$ cat src/rtl/tmp_sqrt.sv
// ----------------------------------------------------------------------------
// tmp_sqrt
// Pipelined integer square root, one result bit per stage, with sideband.
// ----------------------------------------------------------------------------
module tmp_sqrt #(
  parameter int unsigned SideW = 8
) (
  input  logic             clk_i,
  input  logic             rst_ni,
  input  logic             valid_i,
  input  logic [63:0]      rad_i,
  input  logic [SideW-1:0] side_i,
  output logic             valid_o,
  output logic [31:0]      root_o,
  output logic [SideW-1:0] side_o
);

  logic [32:1]      vld_q;
  logic [63:0]      x_q    [1:32];
  logic [31:0]      r_q    [1:32];
  logic [SideW-1:0] side_q [1:32];

  for (genvar k = 0; k < 32; k++) begin : g_stage
    localparam int unsigned Sh = 62 - 2 * k;
    logic             vld_c;
    logic [63:0]      x_c;
    logic [31:0]      r_c;
    logic [SideW-1:0] side_c;
    logic [65:0]      trial;
    if (k == 0) begin : g_head
      assign vld_c  = valid_i;
      assign x_c    = rad_i;
      assign r_c    = '0;
      assign side_c = side_i;
    end else begin : g_body
      assign vld_c  = vld_q[k];
      assign x_c    = x_q[k];
      assign r_c    = r_q[k];
      assign side_c = side_q[k];
    end
    assign trial = ({34'd0, r_c} << (Sh + 2)) + (66'd1 << Sh);
    always_ff @(posedge clk_i or negedge rst_ni) begin
      if (!rst_ni) begin
        vld_q[k+1] <= 1'b0;
      end else begin
        vld_q[k+1] <= vld_c;
      end
    end
    always_ff @(posedge clk_i) begin
      side_q[k+1] <= side_c;
      if ({2'b00, x_c} >= trial) begin
        x_q[k+1] <= x_c - trial[63:0];
        r_q[k+1] <= {r_c[30:0], 1'b1};
      end else begin
        x_q[k+1] <= x_c;
        r_q[k+1] <= {r_c[30:0], 1'b0};
      end
    end
  end

  assign valid_o = vld_q[32];
  assign root_o  = r_q[32];
  assign side_o  = side_q[32];

endmodule

$ cat config.mk
export PLATFORM = sky130hd
export DESIGN_NAME = tmp_sqrt
export DESIGN_NICKNAME = d
export VERILOG_FILES = /design/src/rtl/tmp_sqrt.sv
export SDC_FILE = /design/constraint.sdc
export NUM_CORES = 2
export LEC_CHECK = 0
export BUFFER_PORTS_ARGS = -buffer_cell sky130_fd_sc_hd__buf_4
export CAP_MARGIN = 20
export CORE_MARGIN = 5
export CORE_UTILIZATION = 45
export DETAILED_ROUTE_END_ITERATION = 6
export SLEW_MARGIN = 20
export SYNTH_ARGS = -nofsm -noshare
export SYNTH_HDL_FRONTEND = slang
export SYNTH_SLANG_ARGS = --single-unit
$ cat constraint.sdc
create_clock -name clk_i -period 4 [get_ports clk_i]
set_clock_uncertainty 0.2 [all_clocks]
set_input_delay 0.2 -clock clk_i [delete_from_list [all_inputs] [get_ports clk_i]]
set_output_delay 0.2 -clock clk_i [all_outputs]
set_load 0.02 [all_outputs]
# ---- Word-level counts from Yosys, hierarchy flattened
# Memory sizes are Yosys's and may differ from the RTL's.
# Cells that the tools add are included.
dict set report word_totals {
  regBits 32
  out_inout_bits 41
  n_memories 3
  wordCells 354
  ram_bits 3328
  input_bits 75
}
dict set report op_classes {
  n_lt_le_gt_ge 32
  muxes 160
  n_bitwise 64
  add_sub_neg 63
}
# memory words word_bits rd rd_ports_with_merged_regs write_ports line
set memory_table {}
lappend memory_table {x_q 32 64 31 0 32 19} ;# logic [63:0] x_q [1:32];
lappend memory_table {r_q 32 32 32 0 32 20} ;# logic [31:0] r_q [1:32];
lappend memory_table {side_q 32 8 32 0 32 21} ;# logic [SideW-1:0] side_q [1:32];
# cell count
set ops {}
lappend ops {{two-way mux 64 bit} 32}
lappend ops {{two-way mux 32 bit} 32}
lappend ops {{subtractor 64 bit} 16}
lappend ops {{greater-or-equal comparator 64 x 66 -> 1 bit} 15}
lappend ops {{two-way mux 1 bit} 96}
lappend ops {{adder 66 x 33 -> 66 bit, second input constant} 1}
lappend ops {{adder 66 x 35 -> 66 bit, second input constant} 1}
lappend ops {{adder 66 x 37 -> 66 bit, second input constant} 1}
lappend ops {{adder 66 x 39 -> 66 bit, second input constant} 1}
lappend ops {{adder 66 x 41 -> 66 bit, second input constant} 1}
lappend ops {{adder 66 x 43 -> 66 bit, second input constant} 1}
lappend ops {{adder 66 x 45 -> 66 bit, second input constant} 1}
lappend ops {{adder 66 x 47 -> 66 bit, second input constant} 1}
lappend ops {{adder 66 x 49 -> 66 bit, second input constant} 1}
lappend ops {{adder 66 x 51 -> 66 bit, second input constant} 1}
lappend ops {{adder 66 x 53 -> 66 bit, second input constant} 1}
lappend ops {{adder 66 x 55 -> 66 bit, second input constant} 1}
lappend ops {{adder 66 x 57 -> 66 bit, second input constant} 1}
lappend ops {{adder 66 x 59 -> 66 bit, second input constant} 1}
lappend ops {{adder 66 x 61 -> 66 bit, second input constant} 1}
lappend ops {{adder 64 x 31 -> 65 bit, second input constant} 1}
lappend ops {{greater-or-equal comparator 64 x 65 -> 1 bit} 1}
lappend ops {{greater-or-equal comparator 64 x 35 -> 1 bit} 1}
lappend ops {{greater-or-equal comparator 64 x 37 -> 1 bit} 1}
lappend ops {{other kinds (46)} 109}

# ---- Depth between registers and ports, before layout
# An unclocked memory read counts as a cell.
dict set report logic_depth {
  word_depth 6
  depth_mapped 14
  depth_no_buf 12
}

# ---- Worst setup path before layout
# No wires, ideal clock.
dict set report synth_path {
  kind {register -> register}
  startpoint {reg r_q[0][975] (netlist name)}
  endpoint {reg x_q[0][2038] (netlist name)}
  synth_period_minus_slack_ps 3440
  arrival_time_ps 3106
  slack_ps 560
  path_stages_with_launch 14
  n_path_buf 1
  setup_time_ps 134
  path_cell_list {dfxtp_1 -> inv_1 -> ha_1 -> buf_2 -> nand4_2 -> or4_1 -> or4_1 -> o31ai_1 -> or2_2 -> a211oi_2 -> inv_2 -> o211ai_1 -> nor4_1 -> xor2_1}
}

==> flow_summary.toml <==
[flow_run]
max_cap_viol_count = 0

[die]
pin_count = 116
fp.dieW_um = 485
dieHeight_um = 485
coreArea_um2 = 225000
rows = 174
die_area_um2 = 235000
start_util_pct = 45.2

[setup_path]
crit_buf_inv = 5
cp-end-kind = "flop"
crit_path_max_incr_delay_ns = 1.06
cp_max_fo = 4
cp_top_family = "buffers and inverters"
path_depth = 10
cp_cell_sequence = "dlygate4sd3_1, buf_4, dlygate4sd3_1, nor4_1, nand4_1, o41ai_1, nor2_1, dlygate4sd3_1, a21oi_1, dlygate4sd3_1"
startpoint_type = "input pin"
rr_startpoint = "r_q[0][770]$_DFF_P_"
crit_arrival_ns = 4.57
slowest_stage = "o41ai_1"
critPathRequiredTime_ns = 4.71
crit_type = "in2reg"
path_common_cell = "dlygate4sd3_1"
ff2ff_path_depth = 12
startpoint = "rad_i[16]"

[synth]
synth_cell_types = 96
ys_seq_elements = 2800
synthCells = 9956
synth-simple-area-share_pct = 14.7
ys_warn_count = 0
synthFlopType = "dfxtp_1"
synth_xor_xnor_area_share_pct = 7.59
synth.avg_cell_area_um2 = 10.2
synthMuxAreaShare_pct = 0.912
synthAdderAreaFrac_pct = 6.87
synth_top_family_by_area = "simple AND/OR/NAND/NOR gates"
synth_edf_count = 0
ys_async_sr_fraction_pct = 1.14
synth_compound_area_share_pct = 11.3
yosysSeqAreaShare_pct = 55.3
syn_area_um2 = 102000
synth_nets = 10600

[clock_tree]
clk_pin_slew_worst_paths_ns = 0.06
cts_tree = "built"
cts_buffers = 302
h-tree-depth = 5
clock_path_buffers = 4
insertion_delay_ns = 0.93
cts.sinks = 2800
cts-root-buf = "clkbuf_16"

[power]
p_comb_share_pct = 23.1
seqPwrFrac_pct = 45.1
p_sw_share_pct = 32.3
p_leak_nw = 53.1
vdd_ir_drop_max_v = 0.000370
p_sw_w = 0.0285
power.density_nw_per_um2 = 746
p_int_w = 0.0598
p_clk_share_pct = 31.8

[detailed_routing]
remaining_drc_errors = 0
drt_iter0_markers = 4914
post_drt_wl_per_cell_um = 21.0
finalWirelength_mm = 288
drtPass1Iterations = 6
via_per_inst = 5.31
route.vias.total = 72700
drtAntennaViolNets = 0

[finish]
final_area_um2 = 118000
layout-drive-gt1-share_pct = 8.62
area_delta_synth_final_pct = 16.6
final_nets = 11100

[timing]
period_minus_slack_ns = 3.86
relSlewSlack_pct = 21.5
setup_slack_ns = 0.136
hold_ws_ns = 0.0724
worst_pin_slew_ns = 1.16
grt_setup_unrepaired = "true"
setup_viol = 0
period_share_pct = 96.6
hold_violations = 0
slew_violations = 0
max_freq_mhz = 259

[placement]
pre_cts_ws_ns = 0.0154
gp_congestion = 0.940
post-dp-hpwl_mm = 222
io_buffers = 115
place_area_um2 = 107000

[global_routing]
grt_start_max_net_pins = 61
grt_usage_pct = 23.7
overflow = 0
grt_pass1_vias = 72900
antenna_found_initial = 12
grt_pass1_wl_mm = 437

[outcome]
outcome = "complete, no violations"

[min_path]
hold_class = "reg2reg"
hold_depth = 0
hp-start = "r_q[0][973]$_DFF_P_"
[per-stage QoR]
stage	TNS (ns)	total power, W	cells	utilization (%)
final	0	0.0884	13700	52.7
after global routing	-0.0337	0.0929	13700	52.7
after CTS	0	0.0888	13700	52.7
after detailed placement	0	0.0602	13000	47.5
after global placement	0	0.0602	13000	47.5
after floorplan	0	0.0526	9956	-
[logic make-up (layout without fill, tap and decap cells)]
family | count (synthesis) | count (layout)
simple gates | 2901 | 2901
flops | 2800 | 2800
compound gates | 1851 | 1851
xor+xnor | 881 | 881
buf+inv | 881 | 1623
fa+ha+maj | 558 | 558
mux | 84 | 84
other cells | 0 | 11
[cell type report]
cell class / instances / area (um2)
clock buffer: 398 / 8530
inverter: 689 / 2590
sequential: 2800 / 56200
clock inverter: 120 / 1580
timing repair buffer: 416 / 3600
multi-input combinational: 6275 / 42200
antenna: 11 / 27.5
fill: 19800 / 106000
tap: 2992 / 3740
[Yosys cell counts, drive strengths merged (161+ instances only)]
cell       n  area share [%]
nor4     356             2.2
nand3    183            0.90
nand2    663             2.5
a21o     190             1.4
dfxtp   2768              55
xor2     424             3.7
clkbuf   161            0.59
ha       558             6.9
o21ai    488             2.4
a21oi    584             2.9
xnor2    457             3.9
nor2     644             2.4
inv      689             2.5
nor3     219             1.1
[what timing repair did]
action	in CTS	in global routing
resized for setup	0	19
endpoints found under the setup margin	0	33
hold buffers	153	0
hold endpoints to repair	106	0
buffers inserted	0	1
[power groups by stage]
stage / logic [W] / clock network, W / registers (W)
after detailed placement: 0.0200 / 0 / 0.0402
after floorplan: 0.0153 / 0 / 0.0373
after CTS: 0.0203 / 0.0287 / 0.0398
after global placement: 0.0198 / 0 / 0.0403
after global routing: 0.0227 / 0.0299 / 0.0403
final: 0.0204 / 0.0281 / 0.0398
[placed cells by master (no fill, tap or decap), types with 49 or more instances in the layout]
cell and n:
nor2_1 641, nand2b_1 114, a21o_1 190, nor3_1 219, clkinv_2 49, or4_1 72
ha_1 557, xnor2_1 457, dfxtp_1 2768, buf_4 256, nand4_1 154, dlygate4sd3_1 152
nor4_1 349, or2_2 49, o31ai_1 56, a211oi_1 58, nand2_1 662, o21a_1 99
nand3_1 182, clkbuf_16 308, xor2_1 424, or3_1 95, o21ai_0 479, o21bai_1 60
nor2b_1 70, mux2_2 69, inv_1 682, a21oi_1 582
[final timing paths]
path / slack [ns] / to
max in group asynchronous: 3.28 / g_stage[5].vld_c$_DFF_PN0_
max: 0.14 / x_q[0][127]$_DFF_P_
min reg2reg: 0.07 / r_q[0][1006]$_DFF_P_
min: 0.07 / r_q[0][1006]$_DFF_P_
max reg2reg: 0.19 / x_q[0][1662]$_DFF_P_
min in group asynchronous: 0.12 / g_stage[29].vld_c$_DFF_PN0_
[flip-flops by register name, indices dropped and copies added, names as in the netlist]
register       cells
g_stage.vld_c     31
r_q              528
side_q           256
x_q             1984
valid_o            1
[routing by layer]
layer	global-route usage (%)	routed length [um]
met1	30.3	126000
met2	40.5	138000
met3	3.35	12100
met4	9.36	11700
met5	0	12
No activity file was read; power rests on OpenSTA's default activity.
